==> config.mk <==
export PLATFORM = sky130hd
export DESIGN_NAME = pattern_language_lexer
export DESIGN_NICKNAME = d
export VERILOG_FILES = /design/src/rtl/core/pll_pkg.sv /design/src/rtl/core/pll_char_class.sv /design/src/rtl/core/pll_lexer_core.sv /design/src/rtl/core/pll_result_queue.sv /design/src/rtl/core/pattern_language_lexer.sv
export SDC_FILE = /design/constraint.sdc
export NUM_CORES = 1
export LEC_CHECK = 0
export BUFFER_PORTS_ARGS = -buffer_cell sky130_fd_sc_hd__buf_2
export CAP_MARGIN = 5
export CORE_MARGIN = 4
export CORE_UTILIZATION = 40
export DETAILED_ROUTE_END_ITERATION = 8
export HOLD_SLACK_MARGIN = 0.06
export PLACE_DENSITY = 0.56
export SETUP_SLACK_MARGIN = 0.4
export SKIP_LAST_GASP = 1
export SYNTH_ARGS = -nofsm -noshare
export SYNTH_HDL_FRONTEND = slang
export SYNTH_SLANG_ARGS = --single-unit
==> constraint.sdc <==
create_clock -name clk -period 7.3 [get_ports clk]
set_input_delay 0.365 -clock clk [delete_from_list [all_inputs] [get_ports clk]]
set_output_delay 0.365 -clock clk [all_outputs]
set_load 0.01 [all_outputs]
==> src/rtl/core/pll_pkg.sv <==
// Shared types and codes for the pattern language lexer.
// Transaction payload structs, result and token codes, character class bundle.
// No dependencies.
`timescale 1ns / 1ps

package pll_pkg;

  localparam int MAX_RESULTS = 3;

  // result kinds
  localparam logic [1:0] RK_TOKEN = 2'd0;
  localparam logic [1:0] RK_ERROR = 2'd1;
  localparam logic [1:0] RK_EOL   = 2'd2;

  // error codes
  localparam logic EC_UNKNOWN    = 1'b0;
  localparam logic EC_OPEN_REGEX = 1'b1;

  // token types
  localparam logic [4:0] TT_RGX    = 5'd0;
  localparam logic [4:0] TT_NUM    = 5'd1;
  localparam logic [4:0] TT_IDENT  = 5'd2;
  localparam logic [4:0] TT_DOT    = 5'd3;
  localparam logic [4:0] TT_SEP    = 5'd4;
  localparam logic [4:0] TT_DOLLAR = 5'd5;
  localparam logic [4:0] TT_HASH   = 5'd6;
  localparam logic [4:0] TT_PIPE   = 5'd7;
  localparam logic [4:0] TT_LBRACE = 5'd8;
  localparam logic [4:0] TT_RBRACE = 5'd9;
  localparam logic [4:0] TT_LBRACK = 5'd10;
  localparam logic [4:0] TT_RBRACK = 5'd11;
  localparam logic [4:0] TT_LPAREN = 5'd12;
  localparam logic [4:0] TT_RPAREN = 5'd13;
  localparam logic [4:0] TT_EQ     = 5'd14;
  localparam logic [4:0] TT_TLD    = 5'd15;
  localparam logic [4:0] TT_LT     = 5'd16;
  localparam logic [4:0] TT_GT     = 5'd17;
  localparam logic [4:0] TT_EQEQ   = 5'd18;
  localparam logic [4:0] TT_ARROW  = 5'd19;
  localparam logic [4:0] TT_SHL    = 5'd20;
  localparam logic [4:0] TT_SHR    = 5'd21;
  localparam logic [4:0] TT_NE     = 5'd22;

  typedef struct packed {
    logic [7:0]  char_byte;
    logic [15:0] line_number;
    logic        end_of_line;
  } pll_in_t;

  typedef struct packed {
    logic [1:0]  result_kind;
    logic [4:0]  token_type;
    logic [15:0] token_line;
    logic [11:0] start_column;
    logic [12:0] token_length;
    logic [31:0] number_value;
    logic        number_saturated;
    logic        error_code;
    logic        last_result;
  } pll_out_t;

  typedef struct packed {
    logic       blank;
    logic       punct;
    logic [4:0] punct_type;
    logic       digit;
    logic [3:0] digit_val;
    logic       ident;
    logic       control;
    logic       quote;
    logic       backslash;
    logic       eq;
    logic       tilde;
    logic       lt;
    logic       gt;
    logic       bang;
  } pll_class_t;

  typedef struct packed {
    logic       valid;
    logic [1:0] count;
  } pll_load_t;

endpackage

==> src/rtl/core/pll_char_class.sv <==
// Character classifier: decodes one byte into lexer character classes.
// Depends on pll_pkg.
`timescale 1ns / 1ps

module pll_char_class (
  input  logic [7:0]          char_byte,
  output pll_pkg::pll_class_t cls
);
  import pll_pkg::*;

  localparam logic [7:0] CH_SPACE  = " ";
  localparam logic [7:0] CH_TAB    = 8'h09;
  localparam logic [7:0] CH_DOT    = ".";
  localparam logic [7:0] CH_COMMA  = ",";
  localparam logic [7:0] CH_DOLLAR = "$";
  localparam logic [7:0] CH_HASH   = "#";
  localparam logic [7:0] CH_PIPE   = "|";
  localparam logic [7:0] CH_LBRACE = "{";
  localparam logic [7:0] CH_RBRACE = "}";
  localparam logic [7:0] CH_LBRACK = "[";
  localparam logic [7:0] CH_RBRACK = "]";
  localparam logic [7:0] CH_LPAREN = "(";
  localparam logic [7:0] CH_RPAREN = ")";
  localparam logic [7:0] CH_EQ     = "=";
  localparam logic [7:0] CH_TILDE  = "~";
  localparam logic [7:0] CH_LT     = "<";
  localparam logic [7:0] CH_GT     = ">";
  localparam logic [7:0] CH_BANG   = "!";
  localparam logic [7:0] CH_QUOTE  = 8'h22;
  localparam logic [7:0] CH_BSLASH = 8'h5C;
  localparam logic [7:0] CH_DEL    = 8'h7F;

  always_comb begin
    cls            = '0;
    cls.blank      = (char_byte == CH_SPACE) || (char_byte == CH_TAB);
    cls.digit      = (char_byte >= "0") && (char_byte <= "9");
    cls.digit_val  = char_byte[3:0];
    cls.ident      = cls.digit || ((char_byte >= "A") && (char_byte <= "Z")) ||
                     ((char_byte >= "a") && (char_byte <= "z")) ||
                     (char_byte == "-") || (char_byte == "_");
    cls.control    = (char_byte < 8'd32) || (char_byte == CH_DEL);
    cls.quote      = (char_byte == CH_QUOTE);
    cls.backslash  = (char_byte == CH_BSLASH);
    cls.eq         = (char_byte == CH_EQ);
    cls.tilde      = (char_byte == CH_TILDE);
    cls.lt         = (char_byte == CH_LT);
    cls.gt         = (char_byte == CH_GT);
    cls.bang       = (char_byte == CH_BANG);
    cls.punct      = 1'b1;
    case (char_byte)
      CH_DOT:    cls.punct_type = TT_DOT;
      CH_COMMA:  cls.punct_type = TT_SEP;
      CH_DOLLAR: cls.punct_type = TT_DOLLAR;
      CH_HASH:   cls.punct_type = TT_HASH;
      CH_PIPE:   cls.punct_type = TT_PIPE;
      CH_LBRACE: cls.punct_type = TT_LBRACE;
      CH_RBRACE: cls.punct_type = TT_RBRACE;
      CH_LBRACK: cls.punct_type = TT_LBRACK;
      CH_RBRACK: cls.punct_type = TT_RBRACK;
      CH_LPAREN: cls.punct_type = TT_LPAREN;
      CH_RPAREN: cls.punct_type = TT_RPAREN;
      default: begin
        cls.punct      = 1'b0;
        cls.punct_type = TT_RGX;
      end
    endcase
  end

endmodule

==> src/rtl/core/pll_lexer_core.sv <==
// Lexer state machine: consumes one classified byte per transaction and
// forms up to three results, including end-of-line flush. Depends on pll_pkg.
`timescale 1ns / 1ps

module pll_lexer_core #(
  parameter int MAX_LINE_LENGTH = 4096,
  parameter int NUMBER_WIDTH    = 32
) (
  input  logic                clk,
  input  logic                rst_n,
  input  logic                accept,
  input  pll_pkg::pll_in_t    in_data,
  input  pll_pkg::pll_class_t cls,
  output pll_pkg::pll_out_t   res_o [pll_pkg::MAX_RESULTS],
  output logic [1:0]          res_count
);
  import pll_pkg::*;

  localparam int CW = $clog2(MAX_LINE_LENGTH + 1);
  localparam int NW = NUMBER_WIDTH;

  typedef enum logic [3:0] {
    ST_INIT, ST_NUM, ST_IDENT, ST_REGEX, ST_REGEX_ESC, ST_EQ, ST_TILDE,
    ST_LT, ST_GT, ST_BANG, ST_ERROR
  } lex_state_t;

  lex_state_t        st_r, st_nxt;
  logic [CW-1:0]     col_r, col_nxt;
  logic [CW-1:0]     tok_r, tok_nxt;
  logic [CW-1:0]     plen_r, plen_nxt;
  logic [NW-1:0]     acc_r, acc_nxt;
  logic              sat_r, sat_nxt;

  logic [CW-1:0]     col_end;
  logic [NW+3:0]     prod;
  logic              do_init;
  logic [1:0]        n_v;
  logic              op_hit;
  logic [4:0]        op_pair, op_single;
  pll_out_t          res_v [MAX_RESULTS];

  function automatic logic [CW-1:0] clip_len(input logic [CW:0] x);
    clip_len = (x > (CW+1)'(MAX_LINE_LENGTH)) ? CW'(MAX_LINE_LENGTH) : x[CW-1:0];
  endfunction

  function automatic logic [CW-1:0] clip_col(input logic [CW-1:0] x);
    clip_col = (x > CW'(MAX_LINE_LENGTH - 1)) ? CW'(MAX_LINE_LENGTH - 1) : x;
  endfunction

  function automatic pll_out_t make_res(input logic [1:0]    kind,
                                        input logic [4:0]    ttype,
                                        input logic [15:0]   line,
                                        input logic [CW-1:0] start,
                                        input logic [CW-1:0] len,
                                        input logic [NW-1:0] value,
                                        input logic          vsat,
                                        input logic          err);
    pll_out_t r;
    r.result_kind      = kind;
    r.token_type       = ttype;
    r.token_line       = line;
    r.start_column     = 12'(clip_col(start));
    r.token_length     = 13'(len);
    r.number_value     = 32'(value);
    r.number_saturated = vsat;
    r.error_code       = err;
    r.last_result      = 1'b0;
    return r;
  endfunction

  // times ten plus digit; overflow shows in the top four bits
  assign prod = {1'b0, acc_r, 3'b000} + {3'b000, acc_r, 1'b0} +
                {NW'(0), cls.digit_val};

  assign col_end = clip_len({1'b0, col_r} + (CW+1)'(1));

  always_comb begin
    op_hit    = 1'b0;
    op_pair   = TT_EQEQ;
    op_single = TT_EQ;
    case (st_r)
      ST_EQ: begin
        op_hit = cls.eq;
      end
      ST_TILDE: begin
        op_hit    = cls.gt;
        op_pair   = TT_ARROW;
        op_single = TT_TLD;
      end
      ST_LT: begin
        op_hit    = cls.lt;
        op_pair   = TT_SHL;
        op_single = TT_LT;
      end
      ST_GT: begin
        op_hit    = cls.gt;
        op_pair   = TT_SHR;
        op_single = TT_GT;
      end
      default: ;
    endcase
  end

  always_comb begin
    st_nxt   = st_r;
    tok_nxt  = tok_r;
    plen_nxt = plen_r;
    acc_nxt  = acc_r;
    sat_nxt  = sat_r;
    col_nxt  = col_end;
    do_init  = 1'b0;
    n_v      = 2'd0;
    for (int k = 0; k < MAX_RESULTS; k++) begin
      res_v[k] = '0;
    end

    case (st_r)
      ST_INIT: do_init = 1'b1;
      ST_NUM: begin
        if (cls.digit) begin
          plen_nxt = clip_len({1'b0, plen_r} + (CW+1)'(1));
          if (prod[NW+3:NW] != 4'd0) begin
            acc_nxt = '1;
            sat_nxt = 1'b1;
          end else begin
            acc_nxt = prod[NW-1:0];
          end
        end else begin
          res_v[n_v] = make_res(RK_TOKEN, TT_NUM, in_data.line_number, tok_r,
                                plen_r, acc_r, sat_r, EC_UNKNOWN);
          n_v     = n_v + 2'd1;
          acc_nxt = '0;
          sat_nxt = 1'b0;
          st_nxt  = ST_INIT;
          do_init = 1'b1;
        end
      end
      ST_IDENT: begin
        if (cls.ident) begin
          plen_nxt = clip_len({1'b0, plen_r} + (CW+1)'(1));
        end else begin
          res_v[n_v] = make_res(RK_TOKEN, TT_IDENT, in_data.line_number, tok_r,
                                plen_r, '0, 1'b0, EC_UNKNOWN);
          n_v     = n_v + 2'd1;
          st_nxt  = ST_INIT;
          do_init = 1'b1;
        end
      end
      ST_REGEX, ST_REGEX_ESC: begin
        if (cls.control) begin
          res_v[n_v] = make_res(RK_ERROR, TT_RGX, in_data.line_number, col_r,
                                '0, '0, 1'b0, EC_UNKNOWN);
          n_v    = n_v + 2'd1;
          st_nxt = ST_ERROR;
        end else if (cls.quote && (st_r == ST_REGEX)) begin
          res_v[n_v] = make_res(RK_TOKEN, TT_RGX, in_data.line_number, tok_r,
                                clip_len({1'b0, plen_r} + (CW+1)'(1)), '0, 1'b0,
                                EC_UNKNOWN);
          n_v    = n_v + 2'd1;
          st_nxt = ST_INIT;
        end else begin
          plen_nxt = clip_len({1'b0, plen_r} + (CW+1)'(1));
          st_nxt   = (cls.backslash && (st_r == ST_REGEX)) ? ST_REGEX_ESC : ST_REGEX;
        end
      end
      ST_EQ, ST_TILDE, ST_LT, ST_GT: begin
        st_nxt = ST_INIT;
        if (op_hit) begin
          res_v[n_v] = make_res(RK_TOKEN, op_pair, in_data.line_number, tok_r,
                                CW'(2), '0, 1'b0, EC_UNKNOWN);
          n_v = n_v + 2'd1;
        end else begin
          res_v[n_v] = make_res(RK_TOKEN, op_single, in_data.line_number, tok_r,
                                CW'(1), '0, 1'b0, EC_UNKNOWN);
          n_v     = n_v + 2'd1;
          do_init = 1'b1;
        end
      end
      ST_BANG: begin
        if (cls.eq) begin
          res_v[n_v] = make_res(RK_TOKEN, TT_NE, in_data.line_number, tok_r,
                                CW'(2), '0, 1'b0, EC_UNKNOWN);
          n_v    = n_v + 2'd1;
          st_nxt = ST_INIT;
        end else begin
          res_v[n_v] = make_res(RK_ERROR, TT_RGX, in_data.line_number, col_r,
                                '0, '0, 1'b0, EC_UNKNOWN);
          n_v    = n_v + 2'd1;
          st_nxt = ST_ERROR;
        end
      end
      default: ;
    endcase

    // start of a new token, from the idle state or on the byte that ended one
    if (do_init) begin
      if (cls.blank) begin
        st_nxt = ST_INIT;
      end else if (cls.punct) begin
        res_v[n_v] = make_res(RK_TOKEN, cls.punct_type, in_data.line_number, col_r,
                              CW'(1), '0, 1'b0, EC_UNKNOWN);
        n_v = n_v + 2'd1;
      end else if (cls.eq || cls.tilde || cls.lt || cls.gt || cls.bang ||
                   cls.quote || cls.ident) begin
        tok_nxt  = col_r;
        plen_nxt = CW'(1);
        if (cls.eq) begin
          st_nxt = ST_EQ;
        end else if (cls.tilde) begin
          st_nxt = ST_TILDE;
        end else if (cls.lt) begin
          st_nxt = ST_LT;
        end else if (cls.gt) begin
          st_nxt = ST_GT;
        end else if (cls.bang) begin
          st_nxt = ST_BANG;
        end else if (cls.quote) begin
          st_nxt = ST_REGEX;
        end else if (cls.digit) begin
          st_nxt  = ST_NUM;
          acc_nxt = NW'(cls.digit_val);
          sat_nxt = 1'b0;
        end else begin
          st_nxt = ST_IDENT;
        end
      end else begin
        res_v[n_v] = make_res(RK_ERROR, TT_RGX, in_data.line_number, col_r,
                              '0, '0, 1'b0, EC_UNKNOWN);
        n_v    = n_v + 2'd1;
        st_nxt = ST_ERROR;
      end
    end

    // end of line: flush whatever is pending, then the marker
    if (in_data.end_of_line) begin
      case (st_nxt)
        ST_NUM: begin
          res_v[n_v] = make_res(RK_TOKEN, TT_NUM, in_data.line_number, tok_nxt,
                                plen_nxt, acc_nxt, sat_nxt, EC_UNKNOWN);
          n_v = n_v + 2'd1;
        end
        ST_IDENT: begin
          res_v[n_v] = make_res(RK_TOKEN, TT_IDENT, in_data.line_number, tok_nxt,
                                plen_nxt, '0, 1'b0, EC_UNKNOWN);
          n_v = n_v + 2'd1;
        end
        ST_REGEX, ST_REGEX_ESC: begin
          res_v[n_v] = make_res(RK_ERROR, TT_RGX, in_data.line_number, col_end,
                                '0, '0, 1'b0, EC_OPEN_REGEX);
          n_v = n_v + 2'd1;
        end
        ST_EQ: begin
          res_v[n_v] = make_res(RK_TOKEN, TT_EQ, in_data.line_number, tok_nxt,
                                CW'(1), '0, 1'b0, EC_UNKNOWN);
          n_v = n_v + 2'd1;
        end
        ST_TILDE: begin
          res_v[n_v] = make_res(RK_TOKEN, TT_TLD, in_data.line_number, tok_nxt,
                                CW'(1), '0, 1'b0, EC_UNKNOWN);
          n_v = n_v + 2'd1;
        end
        ST_LT: begin
          res_v[n_v] = make_res(RK_TOKEN, TT_LT, in_data.line_number, tok_nxt,
                                CW'(1), '0, 1'b0, EC_UNKNOWN);
          n_v = n_v + 2'd1;
        end
        ST_GT: begin
          res_v[n_v] = make_res(RK_TOKEN, TT_GT, in_data.line_number, tok_nxt,
                                CW'(1), '0, 1'b0, EC_UNKNOWN);
          n_v = n_v + 2'd1;
        end
        ST_BANG: begin
          res_v[n_v] = make_res(RK_ERROR, TT_RGX, in_data.line_number, col_end,
                                '0, '0, 1'b0, EC_UNKNOWN);
          n_v = n_v + 2'd1;
        end
        default: ;
      endcase
      res_v[n_v] = make_res(RK_EOL, TT_RGX, in_data.line_number, '0, col_end,
                            '0, 1'b0, EC_UNKNOWN);
      n_v = n_v + 2'd1;
      st_nxt   = ST_INIT;
      col_nxt  = '0;
      tok_nxt  = '0;
      plen_nxt = '0;
      acc_nxt  = '0;
      sat_nxt  = 1'b0;
    end

    if (n_v != 2'd0) begin
      res_v[n_v - 2'd1].last_result = 1'b1;
    end
  end

  always_ff @(posedge clk) begin
    if (!rst_n) begin
      st_r   <= ST_INIT;
      col_r  <= '0;
      tok_r  <= '0;
      plen_r <= '0;
      acc_r  <= '0;
      sat_r  <= 1'b0;
    end else if (accept) begin
      st_r   <= st_nxt;
      col_r  <= col_nxt;
      tok_r  <= tok_nxt;
      plen_r <= plen_nxt;
      acc_r  <= acc_nxt;
      sat_r  <= sat_nxt;
    end
  end

  assign res_o     = res_v;
  assign res_count = n_v;

endmodule

==> src/rtl/core/pll_result_queue.sv <==
// Three-slot result buffer: loads all results of one byte at once and
// hands them out one transaction per cycle while out_ready is high. Depends on pll_pkg.
`timescale 1ns / 1ps

module pll_result_queue (
  input  logic                clk,
  input  logic                rst_n,
  input  pll_pkg::pll_load_t  load,
  input  pll_pkg::pll_out_t   load_data [pll_pkg::MAX_RESULTS],
  output logic                space,
  output logic                out_valid,
  input  logic                out_ready,
  output pll_pkg::pll_out_t   out_data
);
  import pll_pkg::*;

  pll_out_t   q_r [MAX_RESULTS];
  pll_out_t   q_nxt [MAX_RESULTS];
  logic [1:0] cnt_r, cnt_nxt;
  logic       pop;

  assign out_valid = (cnt_r != 2'd0);
  assign out_data  = q_r[0];
  assign pop       = out_valid && out_ready;
  // room for a fresh set once the last held result leaves
  assign space     = (cnt_r == 2'd0) || ((cnt_r == 2'd1) && out_ready);

  always_comb begin
    q_nxt   = q_r;
    cnt_nxt = cnt_r;
    if (load.valid) begin
      q_nxt   = load_data;
      cnt_nxt = load.count;
    end else if (pop) begin
      for (int k = 0; k < MAX_RESULTS - 1; k++) begin
        q_nxt[k] = q_r[k + 1];
      end
      cnt_nxt = cnt_r - 2'd1;
    end
  end

  always_ff @(posedge clk) begin
    if (!rst_n) begin
      cnt_r <= 2'd0;
    end else begin
      cnt_r <= cnt_nxt;
    end
  end

  always_ff @(posedge clk) begin
    q_r <= q_nxt;
  end

`ifndef SYNTHESIS
  a_load_when_free: assert property (@(posedge clk) disable iff (!rst_n)
    load.valid |-> (cnt_r == 2'd0) || ((cnt_r == 2'd1) && pop))
    else $error("result set loaded over undelivered results");

  a_load_shows: assert property (@(posedge clk) disable iff (!rst_n)
    load.valid && (load.count != 2'd0) |=> out_valid)
    else $error("loaded results not presented");

  a_last_is_final: assert property (@(posedge clk) disable iff (!rst_n)
    out_valid && q_r[0].last_result |-> (cnt_r == 2'd1))
    else $error("last-result flag before the final result");

  a_final_is_last: assert property (@(posedge clk) disable iff (!rst_n)
    (cnt_r == 2'd1) |-> q_r[0].last_result)
    else $error("final result of a byte lacks last-result flag");
`endif

endmodule

==> src/rtl/core/pattern_language_lexer.sv <==
// Output: a byte's first result is offered in the cycle after its transaction.
// Throughput: one byte per cycle while out_ready is high and each byte yields
// at most one result; a byte yielding more holds the input until the last of its
// results leaves the three-slot buffer, which drains one per cycle under out_ready.
// Reset: synchronous, active low; clears lexer state, column and buffer count.
`timescale 1ns / 1ps

module pattern_language_lexer #(
  parameter int MAX_LINE_LENGTH = 4096,
  parameter int NUMBER_WIDTH    = 32
) (
  input  logic               clk,
  input  logic               rst_n,
  input  logic               in_valid,
  output logic               in_ready,
  input  pll_pkg::pll_in_t   in_data,
  output logic               out_valid,
  input  logic               out_ready,
  output pll_pkg::pll_out_t  out_data
);
  import pll_pkg::*;

  pll_class_t cls;
  pll_out_t   res [MAX_RESULTS];
  logic [1:0] res_count;
  pll_load_t  load;
  logic       accept;

  assign accept     = in_valid && in_ready;
  assign load.valid = accept;
  assign load.count = res_count;

  pll_char_class u_class (
    .char_byte (in_data.char_byte),
    .cls       (cls)
  );

  pll_lexer_core #(
    .MAX_LINE_LENGTH (MAX_LINE_LENGTH),
    .NUMBER_WIDTH    (NUMBER_WIDTH)
  ) u_core (
    .clk       (clk),
    .rst_n     (rst_n),
    .accept    (accept),
    .in_data   (in_data),
    .cls       (cls),
    .res_o     (res),
    .res_count (res_count)
  );

  pll_result_queue u_queue (
    .clk       (clk),
    .rst_n     (rst_n),
    .load      (load),
    .load_data (res),
    .space     (in_ready),
    .out_valid (out_valid),
    .out_ready (out_ready),
    .out_data  (out_data)
  );

endmodule
==> impl_metrics.ini <==
[power_and_ir_drop]
combPwrFrac_pct = 28.7
p_leak_uw = 0.00842
irDropWorstVdd_mv = 0.166
power.density_nw_per_um2 = 303
sw_frac_of_total_pct = 34.5
internal_power_uw = 4430
p_switching_uw = 2340
power_frac_clock_pct = 29.2
p_seq_share_pct = 42.1

[setup_path]
worstPathRequired_ns = 7.69
crit_chain = nor2_1, nand2_1, buf_4, a21oi_1, or2_0, nor3_2, inv_2, ha_1, mux2i_1, a21oi_1, ha_1, nand2_1, o21ai_0, ha_1, nor2_1, nand2_1, buf_4, o21ai_0
path_max_fanout = 21
worst-setup-path-type = reg -> reg
endpoint_kind = flop
max_stage_delay_ns = 0.75
reg2regPathDepth = 18
startpoint_type = flop
cp.arrival_ns = 6.66
slowest_stage = dfxtp_1

[placed_design]
io_buffer_count = 113
hpwl_um = 43600
gp_congestion = 0.918
place_inst = 2833

[floorplanning]
die_area_um2 = 55100
die_w_um = 235
die_h_um = 235
start_util_pct = 40.8
ios = 114
core_um2 = 50500
rows = 82

[yosys]
synth_cell_types = 95
ys_seq_area_share_pct = 43.8
synth_nets = 2364
synthFlopType = edfxtp_1
synth_top_area_share_pct = 36.2
synth_cells = 2259
ys_ff_latch = 326
synth_edf_count = 248
async_flop_share_pct = 0
yosysTopAreaCell = edfxtp_1
synth_area_um2 = 20600
synthTopCellsByArea = edfxtp_1, dfxtp_1, nand2_1
yosysWarnings = 0
syn_avg_cell_area_um2 = 9.11

[routing]
vias = 17600
antenna_left = 0
dr.first_iter.drc_count = 1652
post_drt_wl_per_cell_um = 22.5
first_pass_iters = 6
route.detailed.drc = 0
vias_per_cell = 6.07
drt-total-wl_um = 65300

[final_layout]
insertedDiodeCount = 0
drive_gt1_share_pct = 11.6
nets = 2308
final_cells = 2905
syn2layout_area_growth_pct = 8.45

[cts]
cts_sinks = 326
cts_root_buffer = clkbuf_16
path_clk_slew_ns = 0.06
insertion_delay_ns = 0.57
cts_buffers = 39
cts_resized = 0
cts.htree.levels = 2
cts_tree = built
cts_hold_buf = 0
clock_path_buffers = 3
post_cts_buffers = 0

[sta]
setup_viol = 0
period_share_pct = 85.8
rsz0062_at_grt = no
finalMaxSlewViolations = 0
clock_skew_ns = 0.0259
hold_viol_final = 0
max_clock_freq_mhz = 160
period_needed_ns = 6.27
worst_pin_slew_ns = 1.31
timing.slew.headroom_pct = 12.3
setup_tns_ns = 0

[worst_hold_path]
min_path_type = in -> reg
worstHoldPathCells = 2

[run_status]
status = completed

[global_route]
track_usage_pct = 22.6
grt_pass1_vias = 17000
grt_pass1_wl_um = 101000
grt_overflow = 0
antenna_found_initial = 0
grt_max_degree = 115

[run]
drv_cap = 0
==> cells in the final DEF (no fill, tap or decap), types with 16 or more instances in the layout <==
cell type	count
and3_1	18
a21oi_1	142
o2bb2ai_1	26
nand3_1	54
nand4_1	16
clkbuf_16	39
nand2_1	260
xor2_1	25
xnor2_1	27
a21o_1	19
edfxtp_1	248
o221ai_1	17
o211ai_1	19
mux2i_1	17
nor2b_1	53
dfxtp_1	78
inv_1	29
and2_1	61
o21ai_0	185
buf_4	39
ha_1	74
buf_2	113
o31ai_1	36
nor2_1	200
a22oi_1	85
nor3_1	38
==> registers in the layout (all words and copies together) (netlist names) <==
signal	flops
u_core.sat_r	1
u_core.col_r	13
u_queue.cnt_r	2
u_queue.out_data	83
u_core.tok_r	13
u_core.acc_r	32
u_core.plen_r	13
u_core.st_r	4
u_queue.q_r	165
==> kinds of logic (layout without fill, tap and decap cells) <==
group | count (synthesis) | after routing | synth area share (%)
xor+xnor | 53 | 53 | 2.26
fa+ha+maj | 76 | 76 | 4.69
simple gates | 780 | 780 | 18.0
flops | 326 | 326 | 43.8
mux | 20 | 20 | 0.991
compound gates | 721 | 721 | 23.4
buf+inv | 283 | 257 | 6.96
==> routing by layer <==
metal | track usage (%) | wire length (µm) | vias up | share of wire (%)
met5 | 0 | 0 | - | 0
met4 | 8.83 | 2400 | 0 | 3.7
met3 | 3.22 | 3920 | 133 | 6.0
met2 | 36.9 | 30600 | 655 | 47
met1 | 30.3 | 28300 | 8631 | 43
li1 | - | - | 8202 | -
==> cell usage after synthesis, types with 17 or more instances <==
master,instances
nand2_1,262
edfxtp_1,248
nor2_1,202
o21ai_0,186
a21oi_1,142
clkbuf_1,131
a22oi_1,85
buf_4,84
dfxtp_1,78
ha_1,74
and2_1,61
nand3_1,55
nor2b_1,53
nor3_1,38
o31ai_1,37
inv_1,30
xnor2_1,27
o2bb2ai_1,26
xor2_1,26
buf_2,25
a21o_1,19
o211ai_1,19
and3_1,18
mux2i_1,17
o221ai_1,17
==> per-stage QoR <==
stage	utilization, %	hold slack (ns)	setup WS (ns)	total power, µW	cell area [µm²]
global placement	41.6	0.492	1.22	4800	21000
global route	44.2	0.0805	0.463	7090	22300
floorplan	-	0.474	2.38	4320	20600
detailed placement	41.6	0.499	1.06	4830	21000
CTS	44.2	0.0690	1.17	6810	22300
finish	44.2	0.0941	1.03	6770	22300
==> path summary, 6_finish.rpt <==
path,to,start,slack (ns)
max reg2reg,u_queue.q_r[100],u_core.st_r[2],1.03
min,u_queue.q_r[65],in_data[6],0.09
min reg2reg,u_queue.out_data[0],u_queue.q_r[83],0.52
max,u_queue.q_r[100],u_core.st_r[2],1.03
==> power groups by stage <==
| stage | Clock (µW) | Combinational (µW) | Sequential (µW) |
|---|---|---|---|
| after global placement | 0 | 1920 | 2880 |
| after floorplan | 0 | 1460 | 2860 |
| after global routing | 2090 | 2100 | 2890 |
| final | 1980 | 1940 | 2850 |
| after detailed placement | 0 | 1940 | 2890 |
| after CTS | 2010 | 1940 | 2850 |
==> worst max-delay path, delay by kind of cell, from the launching register on <==
kind | cells | cell delay [ns]
and+or+nand+nor | 7 | 2.71
DFF | 1 | 0.75
AOI/OAI and AO/OA | 4 | 0.81
adders and majority gates | 3 | 0.95
buffers and inverters | 3 | 0.80
muxes | 1 | 0.06
==> cell type report <==
class / instances / area, µm²
clock inverters: 20 / 244
fillers: 4944 / 28200
repair buffers: 153 / 870
flip-flops and latches: 326 / 9010
well taps: 672 / 841
inverters: 33 / 134
clock buffers: 51 / 1040
multi-input cells: 1650 / 10200
No activity file was read; power rests on OpenSTA's default activity.
